## src/rtl/core/lsn_state_mem.sv

```systemverilog
module lsn_state_mem #(
  parameter int DEPTH = 17,
  parameter int WIDTH = 184
) (
  input  logic                     clk,
  input  logic                     rst_n,
  input  logic                     we,
  input  logic [$clog2(DEPTH)-1:0] waddr,
  input  logic [WIDTH-1:0]         wdata,
  input  logic [$clog2(DEPTH)-1:0] raddr,
  output logic [WIDTH-1:0]         rdata
);

  logic [WIDTH-1:0] mem [DEPTH];
  logic [DEPTH-1:0] valid_r;
  logic [WIDTH-1:0] rdata_r;
  logic             rd_ok_r;

  always_ff @(posedge clk) begin
    if (we) mem[waddr] <= wdata;
    rdata_r <= mem[raddr];
  end

  // an entry never written since reset reads as zero
  always_ff @(posedge clk) begin
    if (!rst_n) begin
      valid_r <= '0;
      rd_ok_r <= 1'b0;
    end else begin
      if (we) valid_r[waddr] <= 1'b1;
      rd_ok_r <= valid_r[raddr];
    end
  end

  assign rdata = rd_ok_r ? rdata_r : '0;

endmodule

```

## config.mk

```make
export PLATFORM = sky130hd
export DESIGN_NAME = lsn_state_mem
export DESIGN_NICKNAME = d
export VERILOG_FILES = /design/src/rtl/core/lsn_state_mem.sv
export SDC_FILE = /design/constraint.sdc
export NUM_CORES = 2
export LEC_CHECK = 0
export ABC_AREA = 0
export BUFFER_PORTS_ARGS = -buffer_cell sky130_fd_sc_hd__buf_2
export CAP_MARGIN = 20
export CORE_UTILIZATION = 50
export DETAILED_ROUTE_END_ITERATION = 6
export PLACE_DENSITY = 0.73
export SLEW_MARGIN = 20
export SYNTH_ARGS = -nofsm -noshare
export SYNTH_HDL_FRONTEND = slang
export SYNTH_SLANG_ARGS = --single-unit
```

## constraint.sdc

```tcl
create_clock -name clk -period 11.6 [get_ports clk]
set_input_delay 1.16 -clock clk [delete_from_list [all_inputs] [get_ports clk]]
set_output_delay 1.16 -clock clk [all_outputs]
set_load 0.01 [all_outputs]
```

==> reports/qor_table.md <==
| Metric | Value |
|:---|:---|
| CTS resizes | 0 |
| Count of flip-flops with a built-in enable after synthesis | 3,128 |
| Count of endpoints failing setup in the final report | 0 |
| Post-synthesis area per instance | 20.8 um^2 |
| Post-synthesis mux area share | 0.142 |
| XOR/XNOR Fraction of Synth Area | 0 |
| Setup repair after global routing missed its margin | no |
| Number of standard-cell rows in the floorplan | 182 |
| Sequential cell area fraction in the yosys report | 0.791 |
| Clock latency of the later-clocked register in the worst-skew pair | 0.97 ns |
| Number of sinks on the clock net | 3,330 |
| Endpoint kind of the worst setup timing path | primary output |
| DRT antenna net count | 0 |
| CP Data Arrival Time | 3.39 ns |
| Static leakage | 0.0471 uW |
| Area share of the leading cell type in the synthesized netlist | 0.758 |
| Power density cells | 179 nW/um^2 |
| Deepest clock path buffer count | 4 |
| Syn Std Cell Area | 124,000 um^2 |
| Cts bufs inserted | 342 |
| H-tree Lvls | 5 |
| Worst hold path class | register to register |
| Placeable Area | 246,000 um^2 |
| Detailed-route wire length per cell | 29.8 um |
| Die span in y | 500 um |
| Syn nets | 6,149 |
| Simple-gate share of the synthesized area | 0.0109 |
| Root cell of the clock tree | sky130_fd_sc_hd__clkbuf_16 |
| Top cells by area, synth | sky130_fd_sc_hd__edfxtp_1 76%, sky130_fd_sc_hd__mux2i_1 7.4%, sky130_fd_sc_hd__mux4_2 6.7% |
| Die area | 250,000 um^2 |
| Sum of negative setup slack | 0 ns |
| Hold-fix buffer count after cts | 0 |
| Clock skew after layout | 0.0702 ns |
| Largest voltage drop on the vdd net | 0.000137 V |
| Drt drc | 0 |
| Register clock-pin slew on the reported worst setup and hold paths | 0.06 ns |
| Synth async-reset ratio | 0 |
| Total grt overflow | 0 |
| Cell taking the most area after synthesis | sky130_fd_sc_hd__edfxtp_1 |
| Final estimated routing congestion in global placement | 0.749 |
| Count of different cell masters after synthesis | 34 |
| Maximum number of pins on one net before global-route repair | 141 |
| Slew at the pin closest to its max-slew limit | 1.15 ns |
| Post-synthesis adder-cell area fraction | 0 |
| Flops & latches, synth | 3,330 |
| Number of nets in the finished design | 6,628 |
| Most instantiated flip-flop cell in the synthesis netlist | sky130_fd_sc_hd__edfxtp_1 |
| Part of the cycle the worst path needs | 0.393 |
| Complex-gate fraction of the synthesized area | 0.0403 |
| Maximum fanout encountered on the critical timing path | 58 |
| Total chip power | 25,100 uW |
| Crit path launch type | register |
| Post-DR vias/cell | 6.15 |
| Number of violations of the max-capacitance limit | 0 |
| Overall routed net length | 300,000 um |
| Number of setup buffers added after CTS | 0 |
| TritonCTS clock tree | done |
| Gate count after technology mapping | 5,952 |
| HPWL Detailed | 145,000 um |
| Max transition margin | 0.234 |
| Dominant combinational cell family by area after synthesis | multiplexers |
| DRC violation total after the first TritonRoute iteration | 7,016 |
| Count of buffers from port buffering | 380 |
| Chip width | 500 um |
| Synth-to-layout area growth | 13.1% |
| Starting density of the core | 0.503 |
| Final critical delay including setup and external delays | 4.55 ns |
| Total I/O pin count | 381 |
| Final hold violation count | 0 |
| Via count of the first global-routing pass | 62,189 |
| Total number of yosys warnings | 0 |
| Final Max Tran Viols | 0 |
| Peak Freq | 220 MHz |
| Proportion of layout cells with a drive suffix above 1 | 0.204 |
| Number of vias in the routed layout | 61,758 |
| Wire length of the first global-routing pass | 431,000 um |
| Number of detailed-routing iterations run before antenna repair | 5 |
| Global router's overall resource usage | 0.238 |
| Result of the run | finished, final reports clean |
| Initial antenna violation count | 89 |
| Kind of critical path | register to primary output |
| Required time at the worst-slack endpoint | 10.44 ns |
## routing by layer
metal  wire [um]  vias to the layer above  track usage  part of all wire
met3       26500                      541       0.0457             0.088
met1      119000                    32530        0.329              0.40
li1            -                    25681            -                 -
met5         232                        -            0           0.00077
met4        9870                       40       0.0849             0.033
met2      144000                     2966        0.381              0.48
## synthesized netlist by cell type, drive strengths merged (2+ instances only)
library cell / instances
o21a: 17
and2: 184
o22ai: 368
o32ai: 184
nand2b: 2
dfxtp: 202
nand4: 2
nor2: 18
a21oi: 186
clkbuf: 126
nand2: 3
mux2i: 921
edfxtp: 3128
or3b: 2
mux4: 371
buf: 224
nand3b: 3
## sequential cells by signal, indices dropped and copies added (netlist names)
| signal | count |
|---|---|
| mem | 3128 |
| rdata_r | 184 |
| valid_r | 17 |
| rd_ok_r | 1 |
## layout by cell type, fill, tap and decap left out, types with 17 or more instances in the layout
cell,n
sky130_fd_sc_hd__clkbuf_1,83
sky130_fd_sc_hd__mux4_2,371
sky130_fd_sc_hd__clkbuf_8,24
sky130_fd_sc_hd__clkinv_1,43
sky130_fd_sc_hd__buf_12,22
sky130_fd_sc_hd__edfxtp_1,3128
sky130_fd_sc_hd__mux2i_1,921
sky130_fd_sc_hd__clkbuf_16,348
sky130_fd_sc_hd__o32ai_1,184
sky130_fd_sc_hd__buf_4,82
sky130_fd_sc_hd__and2_1,184
sky130_fd_sc_hd__o22ai_1,368
sky130_fd_sc_hd__a21oi_1,186
sky130_fd_sc_hd__bufinv_16,26
sky130_fd_sc_hd__o21a_1,17
sky130_fd_sc_hd__buf_2,377
sky130_fd_sc_hd__diode_2,40
sky130_fd_sc_hd__dfxtp_1,201
sky130_fd_sc_hd__nor2_4,17
sky130_fd_sc_hd__clkinv_2,53
## cell families after synthesis
group	after synthesis
AO/OA/AOI/OAI	757
buffers and inverters	351
flip-flops	3330
multiplexers	1293
AND/OR/NAND/NOR	221
## path summary, 6_finish.rpt
| path | to | start | slack (ns) | cells past startpoint |
|---|---|---|---|---|
| max | rdata[76] | rd_ok_r | 7.05 | 3 |
| min | valid_r[15] | valid_r[15] | 0.46 | 1 |
| max reg2reg | rdata_r[44] | mem[13][44] | 9.97 | 4 |
| min reg2reg | valid_r[15] | valid_r[15] | 0.46 | 1 |
## through the flow
step / worst slack, ns / utilization / cell area [um^2] / hold slack, ns / cells
6_report: 7.05 / 0.569 / 140000 / 0.462 / 10044
5_1_grt: 6.95 / 0.569 / 140000 / 0.483 / 10026
4_1_cts: 6.93 / 0.569 / 140000 / 0.462 / 10003
3_5_place_dp: 6.66 / 0.525 / 129000 / 0.448 / 9398
3_3_place_gp: 6.69 / 0.525 / 129000 / 0.440 / 9398
2_1_floorplan: 1.46 / - / 124000 / 0.433 / 5952
## critical path, stage by stage (launching register included)
cell and delay (ns):
sky130_fd_sc_hd__dfxtp_4 0.81, sky130_fd_sc_hd__buf_4 0.85, sky130_fd_sc_hd__and2_1 0.47, sky130_fd_sc_hd__buf_2 0.23
## layout make-up
type / instances / area, um^2
fillers: 17596 / 106000
flip-flops and latches: 3330 / 98000
multi-input cells: 2271 / 24100
clock buffers: 455 / 9350
well taps: 3312 / 4140
repair buffers: 485 / 3010
clock inverters: 150 / 1450
diodes: 40 / 100
inverters: 1 / 11.3
## where the power goes
part	switching, uW	total [uW]	leakage [uW]	internal (uW)
Clock	4390	10600	0.00527	6230
Sequential	71.8	13400	0.0299	13300
Combinational	669	1040	0.0119	371
Note: power is estimated with default switching activity, not from simulation.
