`src/rtl/core/lsn_weight_mem.sv`:
```
module lsn_weight_mem #(
  parameter int DEPTH = 70
) (
  input  logic                     clk,
  input  logic                     we,
  input  logic [$clog2(DEPTH)-1:0] waddr,
  input  logic [31:0]              wdata,
  input  logic [$clog2(DEPTH)-1:0] raddr,
  output logic [31:0]              rdata
);

  logic [31:0] mem [DEPTH];

  always_ff @(posedge clk) begin
    if (we) mem[waddr] <= wdata;
    rdata <= mem[raddr];
  end

endmodule

```
`config.mk`:
```
export PLATFORM = sky130hd
export DESIGN_NAME = lsn_weight_mem
export DESIGN_NICKNAME = d
export VERILOG_FILES = /design/src/rtl/core/lsn_weight_mem.sv
export SDC_FILE = /design/constraint.sdc
export NUM_CORES = 2
export LEC_CHECK = 0
export ABC_AREA = 1
export BUFFER_PORTS_ARGS = -buffer_cell sky130_fd_sc_hd__buf_2
export CORE_UTILIZATION = 50
export DETAILED_ROUTE_END_ITERATION = 16
export PLACE_DENSITY = 0.65
export SLEW_MARGIN = 20
export SYNTH_ARGS = -nofsm -noshare
export SYNTH_HDL_FRONTEND = slang
export SYNTH_SLANG_ARGS = --single-unit
export TNS_END_PERCENT = 100
```
`constraint.sdc`:
```
create_clock -name clk -period 10.53 [get_ports clk]
set_input_delay 1.5795 -clock clk [delete_from_list [all_inputs] [get_ports clk]]
set_output_delay 1.5795 -clock clk [all_outputs]
set_load 0.05 [all_outputs]
```
==> flow_metrics.tcl <==
set metrics [dict create \
    combPwrFrac 0.062 \
    worst_path_largest_cell_delay_ns 0.86 \
    cts_inserted_buffers 220 \
    cts_root_buf "sky130_fd_sc_hd__clkbuf_16" \
    switching_component_of_the_power_w 0.004214 \
    holdBufCountCts 0 \
    postSynthRegisterBits 2272 \
    grt_usage 0.2849 \
    worst-slew-pin-transition_ns 1.116 \
    cellPowerDensity_mw_per_mm2 188.2 \
    place.detailed.hpwl_um 125800 \
    worst_setup_hold_path_clk_slew_ns 0.06 \
    first_pass_grt_wire_length_um 377600 \
    synthTopCellsByCount "sky130_fd_sc_hd__nand2_1, sky130_fd_sc_hd__edfxtp_1, sky130_fd_sc_hd__nand3_1" \
    critPathSlowestCell "sky130_fd_sc_hd__buf_4" \
    detail_route.wirelength_um 260400 \
    final.period_utilization 0.4589 \
    synthesis.yosys.warnings 0 \
    cts_setup_buffers 0 \
    start_util 0.5048 \
    vias 58760 \
    placement_rows 155 \
    routing_usage_on_met3 0.05220 \
    count_of_flip_flops_with_a_built_in_enable_after_synthesis 2240 \
    top_usage_layer "met2" \
    first_global_vias 55720 \
    fillCellCount 14370 \
    number_of_antenna_violations_at_the_first_check_in_global_routing 20 \
    skew_pair_late_insertion_delay_ns 0.84 \
    post-synth-top-area-cell "sky130_fd_sc_hd__edfxtp_1" \
    grt.met1_usage 0.3952 \
    dieHeight_um 426.9 \
    cts_tree "yes" \
    design_area_mm2 0.09988 \
    period_minus_ws_final_ns 4.832 \
    detailedRoute.firstIterationViolations 7842 \
    syn_nets 7305 \
    floorplan.io_pins 80 \
    crit_path_max_fanout 208 \
    synth.lib_cells_used.distinct 21 \
    rsz0062_at_grt "false" \
    endpoint_kind "flip-flop" \
    nets 7268 \
    post_detailed_route_count_of_antenna_violating_nets 0 \
    coreArea_mm2 0.1788 \
    cts_num_sinks 2272 \
    cts_resized 0 \
    groute.layer.met2.usage 0.4428 \
    setup_total_negative_slack_ns 0 \
    die_w_um 426.9 \
    drt_drc_violations_left 0 \
    crit_family "buffers and inverters" \
    timing.max_slew.rel_slack 0.2563 \
    drtPass1Iterations 6 \
    whs_ns 0.5802 \
    power.clock.fraction 0.406 \
    post_synth.cell_area_avg_um2 12.44 \
    hold_class "flip-flop to flip-flop" \
    globalRoute.totalOverflow 0 \
    power.static_leakage_nw 34.36 \
    wl_per_cell_um 26.67 \
    p_seq_frac 0.532 \
    most_used_flip_flop_cell_after_synthesis "sky130_fd_sc_hd__edfxtp_1" \
    timing.critical_path.cells "buf_8 -> inv_16 -> buf_12 -> buf_4 -> nand2_1 -> nand3_1 -> nand3_1 -> nand3_1 -> nand3_1 -> nand3_1 -> nand3_1 -> nand2_1" \
    critical_path.n_buffers_inverters 4 \
    finalSetupViolCount 0 \
    critical_path_at_ns 5.60 \
    netlist_area_mm2 0.09026 \
    setup.worst_path.start_class "input pin" \
    critical_path_class "input pin to flip-flop" \
    largest_net_degree_at_the_start_of_global_routing 209 \
    areaGrowthSynthToFinish_pct 10.65 \
    gp_routability_congestion 0.8437 \
    timing.critical_path.required_ns 11.30 \
    h-tree-depth 4 \
    drv.max_cap_violation_count 0 \
    timing.clock.skew_ns 0.03968 \
    run_status "finished clean" \
    intPower_w 0.01459 \
    placement.io_buffers 79 \
    routed_via_density 6.020 \
    yosysTopAreaCellShare 0.7452 \
    synthesis.instances 7257 \
    max_freq_mhz 207.0 \
    cts-root-to-sink-buffers 3 \
    worst_ir_drop_vdd_mv 0.1694 \
    final-max-slew-violation-count 0 \
    synth.most_common_cell "sky130_fd_sc_hd__nand2_1" \
    synth.top_cells.by_area "sky130_fd_sc_hd__edfxtp_1, sky130_fd_sc_hd__nand3_1, sky130_fd_sc_hd__nand2_1, sky130_fd_sc_hd__buf_2, sky130_fd_sc_hd__dfxtp_1" \
    floorplan.die_area_mm2 0.1822 \
    worst_path_most_repeated_cell "sky130_fd_sc_hd__nand3_1" \
    fraction_of_final_layout_cells_with_drive_strength_greater_than_1 0.08015 \
    hold_viol_final 0 \
    dpl_cell_area_mm2 0.09296 \
    synthArstFlopShare 0 \
    ys_seq_area_frac 0.7523 \
    switching_share 0.2241 \
]
## area by class of cell
class                           count  area, um2  share of cell area
Clock buffer                      308       6033             0.06041
Multi-Input combinational cell   4478      20240              0.2027
Tap cell                         2355       2947             0.02950
Sequential cell                  2272      67910              0.6799
Clock inverter                     93      863.3            0.008644
Antenna cell                        7      17.52           0.0001754
Inverter                           16      96.34           0.0009646
Timing Repair Buffer              232       1770             0.01773
## flip-flops by register name, indices dropped and copies added (netlist names)
register and count:
mem 2240, rdata 32
## power groups by stage
stage | clock network [W] | registers (W) | logic (W)
after floorplan | 0 | 0.0102 | 0.000597
after global placement | 0 | 0.0102 | 0.00113
after detailed placement | 0 | 0.0102 | 0.00115
after CTS | 0.00768 | 0.0100 | 0.00115
after global routing | 0.00803 | 0.0100 | 0.00124
final | 0.00763 | 0.0100 | 0.00117
## metal layers
layer  wire length, um  vias to the layer above
met5                30                        -
met4             11680                        4
met3             26950                      512
met2            119600                     3228
met1            102100                    29010
li1                  -                    26010
## tightest hold or removal path, cell delays in order (launching register included)
cell,delay (ns)
sky130_fd_sc_hd__edfxtp_1,0.32
sky130_fd_sc_hd__nand2_1,0.05
sky130_fd_sc_hd__nand2_1,0.06
sky130_fd_sc_hd__o211ai_1,0.08
sky130_fd_sc_hd__nand2_1,0.07
## through the flow
stage / utilization / setup slack [ns] / total power [W] / std cells
2_1_floorplan: - / 4.844 / 0.01083 / 7257
3_3_place_gp: 0.5199 / 4.957 / 0.01132 / 9353
3_5_place_dp: 0.5199 / 4.942 / 0.01134 / 9353
4_1_cts: 0.5585 / 5.800 / 0.01883 / 9754
5_1_grt: 0.5585 / 5.536 / 0.01927 / 9757
6_report: 0.5586 / 5.698 / 0.01880 / 9761
## logic make-up (layout without fill, tap and decap cells)
kind of cell,Yosys count,after routing,share of synthesized area
compound gates,128,128,0.009315
buf+inv,507,649,0.02908
flops,2272,2272,0.7523
other cells,0,7,0
simple gates,4350,4350,0.2093
## path summary, 6_finish.rpt
check	start	to	slack, ns	cells after the start
hold reg to reg	mem[69][19]	rdata[19]	0.58	4
setup reg to reg	mem[62][21]	rdata[21]	8.36	8
hold / removal	mem[69][19]	rdata[19]	0.58	4
setup / recovery	raddr[0]	rdata[21]	5.70	12
## layout by cell type, fill, tap and decap left out
master / synthesis / routed
sky130_fd_sc_hd__a21oi_1: 64 / 64
sky130_fd_sc_hd__a32oi_1: 32 / 32
sky130_fd_sc_hd__buf_12: 1 / 15
sky130_fd_sc_hd__buf_2: 256 / 74
sky130_fd_sc_hd__buf_4: 79 / 139
sky130_fd_sc_hd__buf_6: 10 / 1
sky130_fd_sc_hd__buf_8: 1 / 3
sky130_fd_sc_hd__bufinv_16: 0 / 16
sky130_fd_sc_hd__clkbuf_1: 87 / 75
sky130_fd_sc_hd__clkbuf_16: 0 / 226
sky130_fd_sc_hd__clkbuf_8: 0 / 7
sky130_fd_sc_hd__clkinv_1: 0 / 42
sky130_fd_sc_hd__clkinv_2: 0 / 27
sky130_fd_sc_hd__clkinv_8: 0 / 3
sky130_fd_sc_hd__clkinvlp_4: 0 / 2
sky130_fd_sc_hd__dfxtp_1: 32 / 32
sky130_fd_sc_hd__diode_2: 0 / 7
sky130_fd_sc_hd__edfxtp_1: 2240 / 2240
sky130_fd_sc_hd__inv_1: 12 / 9
sky130_fd_sc_hd__inv_16: 0 / 1
sky130_fd_sc_hd__inv_2: 3 / 3
sky130_fd_sc_hd__inv_6: 0 / 4
sky130_fd_sc_hd__inv_8: 0 / 2
sky130_fd_sc_hd__nand2_1: 2248 / 2248
sky130_fd_sc_hd__nand3_1: 2020 / 2020
sky130_fd_sc_hd__nand4_1: 6 / 6
sky130_fd_sc_hd__nor2_1: 66 / 4
sky130_fd_sc_hd__nor2_4: 0 / 62
sky130_fd_sc_hd__nor3_1: 4 / 2
sky130_fd_sc_hd__nor3_2: 0 / 2
sky130_fd_sc_hd__nor4_2: 0 / 6
sky130_fd_sc_hd__o211ai_1: 32 / 32
Note: power is estimated with default switching activity, not from simulation.
