### src/rtl/core/lsn_pkg.sv
package lsn_pkg;

  localparam logic [1:0] KIND_WEIGHT = 2'd0;
  localparam logic [1:0] KIND_INPUT  = 2'd1;
  localparam logic [1:0] KIND_STEP   = 2'd2;

  localparam logic [2:0] REG_THRESHOLD  = 3'd0;
  localparam logic [2:0] REG_RESET_POT  = 3'd1;
  localparam logic [2:0] REG_MEM_GAIN   = 3'd2;
  localparam logic [2:0] REG_CUR_DECAY  = 3'd3;
  localparam logic [2:0] REG_REFRACTORY = 3'd4;
  localparam logic [2:0] REG_STIM_GAIN  = 3'd5;

  localparam int QUEUE_SLOT = 1;
  localparam int MASK_BITS  = 17;

  // rate averaging: 0.95 / 0.05 on a spike, 0.99 otherwise
  localparam logic [31:0] RATE_UP_MUL = 32'd62259;
  localparam logic [32:0] RATE_UP_ADD = 33'd214794240;
  localparam logic [31:0] RATE_DN_MUL = 32'd64881;

  localparam logic signed [63:0] SAT_MAX = 64'sd2147483647;
  localparam logic signed [63:0] SAT_MIN = -64'sd2147483648;

  typedef enum logic [3:0] {
    S_IDLE, S_XRD, S_XWR, S_NRD, S_NC1, S_NC2, S_NWR, S_SRD, S_SWR, S_OUT
  } state_t;

  typedef struct packed {
    logic [30:0]        threshold;
    logic signed [31:0] reset_pot;
    logic [30:0]        mem_gain;
    logic [15:0]        cur_decay;
    logic [7:0]         refr_steps;
    logic [30:0]        stim_gain;
  } cfg_t;

  typedef struct packed {
    logic signed [31:0] v;
    logic signed [31:0] i;
    logic [7:0]         refr;
    logic [15:0]        rate;
  } nstate_t;

  function automatic logic signed [31:0] sat32(input logic signed [63:0] x);
    if (x > SAT_MAX) return 32'sh7FFFFFFF;
    else if (x < SAT_MIN) return 32'sh80000000;
    else return signed'(x[31:0]);
  endfunction

endpackage

### src/rtl/core/lsn_cfg_regs.sv
module lsn_cfg_regs
  import lsn_pkg::*;
(
  input  logic        clk,
  input  logic        rst_n,
  input  logic        cfg_psel,
  input  logic        cfg_penable,
  input  logic        cfg_pwrite,
  input  logic [4:0]  cfg_paddr,
  input  logic [31:0] cfg_pwdata,
  output logic [31:0] cfg_prdata,
  output logic        cfg_pready,
  output cfg_t        cfg
);

  cfg_t       cfg_r;
  logic [2:0] reg_idx;
  logic       wr_en;

  assign reg_idx    = cfg_paddr[4:2];
  assign cfg_pready = 1'b1;
  assign wr_en      = cfg_psel & cfg_penable & cfg_pwrite;
  assign cfg        = cfg_r;

  always_ff @(posedge clk) begin
    if (!rst_n) begin
      cfg_r.threshold  <= 31'd65536;
      cfg_r.reset_pot  <= 32'sd0;
      cfg_r.mem_gain   <= 31'd655360;
      cfg_r.cur_decay  <= 16'd0;
      cfg_r.refr_steps <= 8'd1;
      cfg_r.stim_gain  <= 31'd655360;
    end else if (wr_en) begin
      unique case (reg_idx)
        REG_THRESHOLD:  cfg_r.threshold  <= cfg_pwdata[30:0];
        REG_RESET_POT:  cfg_r.reset_pot  <= signed'(cfg_pwdata);
        REG_MEM_GAIN:   cfg_r.mem_gain   <= cfg_pwdata[30:0];
        REG_CUR_DECAY:  cfg_r.cur_decay  <= cfg_pwdata[15:0];
        REG_REFRACTORY: cfg_r.refr_steps <= cfg_pwdata[7:0];
        REG_STIM_GAIN:  cfg_r.stim_gain  <= cfg_pwdata[30:0];
        default: ;
      endcase
    end
  end

  always_comb begin
    unique case (reg_idx)
      REG_THRESHOLD:  cfg_prdata = {1'b0, cfg_r.threshold};
      REG_RESET_POT:  cfg_prdata = cfg_r.reset_pot;
      REG_MEM_GAIN:   cfg_prdata = {1'b0, cfg_r.mem_gain};
      REG_CUR_DECAY:  cfg_prdata = {16'd0, cfg_r.cur_decay};
      REG_REFRACTORY: cfg_prdata = {24'd0, cfg_r.refr_steps};
      REG_STIM_GAIN:  cfg_prdata = {1'b0, cfg_r.stim_gain};
      default:        cfg_prdata = 32'd0;
    endcase
  end

endmodule

### config.mk
export PLATFORM = sky130hd
export DESIGN_NAME = lsn_cfg_regs
export DESIGN_NICKNAME = d
export VERILOG_FILES = /design/src/rtl/core/lsn_pkg.sv /design/src/rtl/core/lsn_cfg_regs.sv
export SDC_FILE = /design/constraint.sdc
export NUM_CORES = 1
export LEC_CHECK = 0
export ABC_AREA = 0
export BUFFER_PORTS_ARGS = -buffer_cell sky130_fd_sc_hd__buf_2
export CAP_MARGIN = 40
export CORE_MARGIN = 5
export CORE_UTILIZATION = 46
export DETAILED_ROUTE_END_ITERATION = 10
export GPL_TIMING_DRIVEN = 0
export HOLD_SLACK_MARGIN = 0.02
export PLACE_DENSITY = 0.77
export SYNTH_ARGS = -nofsm -noshare
export SYNTH_HDL_FRONTEND = slang
export SYNTH_SLANG_ARGS = --single-unit
### constraint.sdc
create_clock -name clk -period 1.9 [get_ports clk]
set_clock_uncertainty 0.1 [all_clocks]
set_input_delay 0.38 -clock clk [delete_from_list [all_inputs] [get_ports clk]]
set_output_delay 0.38 -clock clk [all_outputs]
set_load 0.1 [all_outputs]
==> results.txt <==
----------------------------------------------------
[Outcome]
  Status ... finished, violations left
  Failing checks ... setup timing

[Layout]
  Number of standard cells in the final layout excluding fillers ... 1154
  Number of fill cells in the layout ... 968
  Antenna cells ... 0
  Number of nets at the end of the flow ... 999
  Area of the multi-input gates ... 0.00401 mm^2
  Max reg flops ... 149
  Leading cell type in the layout, fill and taps excluded ... buf_2
  Signed area change from the synthesized netlist to the final layout ... 56.6%
  Most frequent cells in the layout ... buf_2, nand2_1, mux2i_1
  FF/Latch Area ... 0.00315 mm^2
  Fraction of layout instances using a drive strength above 1 ... 0.545

[Global route]
  Initial antenna violation count ... 1
  Pin count of the biggest net entering global routing ... 17
  GRT Util Overall ... 0.292
  Wire length of the first global-routing pass ... 37600 um
  Number of global-route vias before repair ... 6575
  Overflow left after global routing ... 0

[Worst setup path]
  Startpoint kind of the worst setup timing path ... input port
  Category of cells accounting for the largest share of critical-path delay ... buffers and inverters
  CP Buf/Inv Count ... 4
  Critical path type ... in -> out
  Critical register-to-register path endpoint ... cfg[31]
  Worst stage delay on the critical path ... 0.40 ns
  Setup slack of the worst register-to-register path ... 1.00 ns
  Critical path arrival ... 1.64 ns
  Worst r2r path cells ... 2
  Kind of capture point of the worst setup path ... primary output
  Beginning of the worst register-to-register path ... cfg[31]
  Most numerous cell on the critical path ... buf_8
  Largest fanout of any net on the critical path ... 5
  Cell with the largest stage delay on the worst path ... a221o_4
  Data required time of the critical path ... 1.42 ns
  CP cell instances ... buf_8 -> buf_8 -> and3b_2 -> clkbuf_16 -> a221o_4 -> buf_12

[Min path]
  End point of the worst hold path ... cfg[103]
  Worst hold path class ... in -> reg
  Worst hold start ... cfg_pwdata[17]
  Cells on Worst Hold Path ... 3

[Placed design]
  Post-Place Cells ... 1094
  IO buf count ... 218
  Half-perimeter wire length after placement ... 17100 um
  Setup Slack @ Placement ... -0.911 ns
  GPL Wtd Cong ... 0.853

[Logic synthesis]
  Synth Area in Compound Gates ... 0.0761
  Combinational family with the most area after synthesis ... multiplexers
  Post-Syn Instances ... 690
  Syn Nets ... 732
  Number of enable flip-flop cells after synthesis ... 0
  Post-Syn Area ... 0.00668 mm^2
  Yosys warning total ... 0
  XOR/XNOR Fraction of Synth Area ... 0
  Post-synthesis adder-cell area fraction ... 0
  Unique cell type count in the Yosys netlist ... 39
  Average cell area after synthesis ... 9.68 um^2
  Dominant register cell in the synthesized netlist ... dfxtp_1
  Mux contribution to synthesized area ... 0.291
  Count of state elements after synthesis ... 149
  Portion of the post-synthesis area used by sequential elements ... 0.447
  Synth Area in Simple Gates ... 0.137
  Post-synth ARST share ... 0

[Routing]
  Total vias in the final route ... 6450
  Number of DRC violations after detailed routing ... 0
  Number of DRC markers in iteration 0 ... 382
  Count of TritonRoute iterations in the first routing pass ... 5
  Mean number of vias per cell ... 5.59
  Final routed wire length divided by cell count ... 22.0 um
  Total routed wirelength ... 25400 um
  Antenna Violating Nets Remaining ... 0

[Clocking]
  Latest clock arrival within the worst-skew pair ... 0.43 ns
  CTS tree ... done
  Reg clk slew, reported paths ... 0.06 ns
  CTS H-tree lvls ... 4
  Cell at the root of the clock tree ... clkbuf_16
  CTS Sinks ... 149
  Longest Clk Path Bufs ... 2
  CTS buffer count ... 17

[Power]
  Flop pwr share ... 0.427
  Cell-internal power ... 5.30 mW
  Clock group share of total power ... 0.437
  Fraction of power spent switching nets ... 0.284
  Combinational fraction of design power ... 0.136
  Power density over the cells ... 708 mW/mm^2
  Switching power ... 2.10 mW
  Maximum VDD drop ... 625 uV
  Standby leakage power ... 4.54 nW

[Timing]
  Worst slew margin relative to its limit ... 0.502
  Number of max-slew violations in the final report ... 0
  Final Hold Fails ... 0
  Fin crit period ... 2.12 ns
  Least-Margin Pin Slew ... 0.746 ns
  Fmax ... 472 MHz
  Worst-case hold slack ... 0.157 ns
  Endpoints failing setup ... 31
  PnR worst setup slack ... -0.218 ns
  Part of the cycle the worst path needs ... 1.11
  Final setup TNS ... -4.46 ns
  RSZ-0062 raised after global routing ... true

[Floorplanning]
  Num rows ... 44
  Total die area ... 0.0170 mm^2
  Chip width ... 130 um
  Die Y-Extent ... 130 um
  Effective utilization at floorplan ... 0.465
  Total I/O pin count ... 224
  CORE AREA ... 0.0144 mm^2

[Flow run]
  Number of max-cap violations ... 0

----------------------------------------------------
layout make-up:
cell class | instances | area share
Tap cell | 184 | 0.0220
Timing Repair Buffer | 249 | 0.187
Inverter | 5 | 0.00227
Multi-Input combinational cell | 479 | 0.384
Clock inverter | 12 | 0.00898
Sequential cell | 149 | 0.301
Buffer | 56 | 0.0497
Clock buffer | 20 | 0.0457
synth_stat cells (2+ instances only):
library cell / instances / area, um^2
nand2_1: 191 / 717
mux2i_1: 173 / 1730
dfxtp_1: 149 / 2980
clkbuf_1: 26 / 97.6
o21ai_0: 26 / 130
a2bb2oi_1: 17 / 149
buf_2: 14 / 70.1
mux2_2: 13 / 146
buf_4: 12 / 90.1
nor2_1: 7 / 26.3
a221o_1: 5 / 50.1
a22oi_1: 4 / 30.0
buf_6: 4 / 45.0
inv_1: 4 / 15.0
o211ai_1: 4 / 30.0
o311ai_0: 4 / 35.0
mux4_2: 3 / 67.6
nand4b_1: 3 / 26.3
nor2_4: 3 / 33.8
nor2b_1: 3 / 18.8
or2_1: 3 / 18.8
a21oi_1: 2 / 10.0
a221oi_1: 2 / 17.5
a32oi_1: 2 / 17.5
nand2b_1: 2 / 12.5
power groups by stage:
| stage | clock network [mW] | registers (mW) | logic [mW] |
|---|---|---|---|
| after global routing | 3.40 | 3.16 | 1.03 |
| after CTS | 3.26 | 3.16 | 0.968 |
| after floorplan | 0 | 3.39 | 0.412 |
| after global placement | 0 | 3.22 | 0.799 |
| after detailed placement | 0 | 3.23 | 0.808 |
| final | 3.24 | 3.16 | 1.00 |
stage by stage:
stage	total power, mW	utilization	instance area [um^2]
after floorplan	3.81	-	7300
after global placement	4.02	0.600	8620
after detailed placement	4.03	0.602	8650
after CTS	7.38	0.719	10300
after global routing	7.59	0.728	10500
final	7.40	0.728	10500
layer usage:
layer	vias to the layer above	global-route usage	wire [um]
met5	-	0	13
met4	2	0.134	963
met3	66	0.0720	1810
met2	292	0.486	12600
met1	3152	0.357	10100
li1	2938	-	-
logic make-up after synthesis:
logic type | count (synthesis)
buffers and inverters | 62
muxes | 189
other | 1
AOI/OAI and AO/OA | 71
DFF | 149
and+or+nand+nor | 218
how the worst max path moves through the flow:
stage	from	endpoint	slack (ns)	cells past startpoint
2_1_floorplan	cfg_paddr[2]	cfg_prdata[5]	-0.97	5
3_3_place_gp	cfg_paddr[3]	cfg_prdata[16]	-0.91	7
3_5_place_dp	cfg_paddr[3]	cfg_prdata[23]	-0.91	7
4_1_cts	cfg[53]	cfg_prdata[14]	-0.21	3
5_1_grt	cfg[53]	cfg_prdata[14]	-0.24	3
6_report	cfg_paddr[3]	cfg_prdata[11]	-0.22	6
tightest hold or removal path: stages:
cell and delay (ns):
buf_2 0.11, nand2_1 0.08, mux2i_1 0.07
repair_timing:
item,CTS,global route
resized for setup,195,24
endpoints found under the setup margin,32,32
setup buffers,23,3
hold buffers,0,0
pin swaps,19,10
gates cloned,3,0
Note: power is estimated with default switching activity, not from simulation.
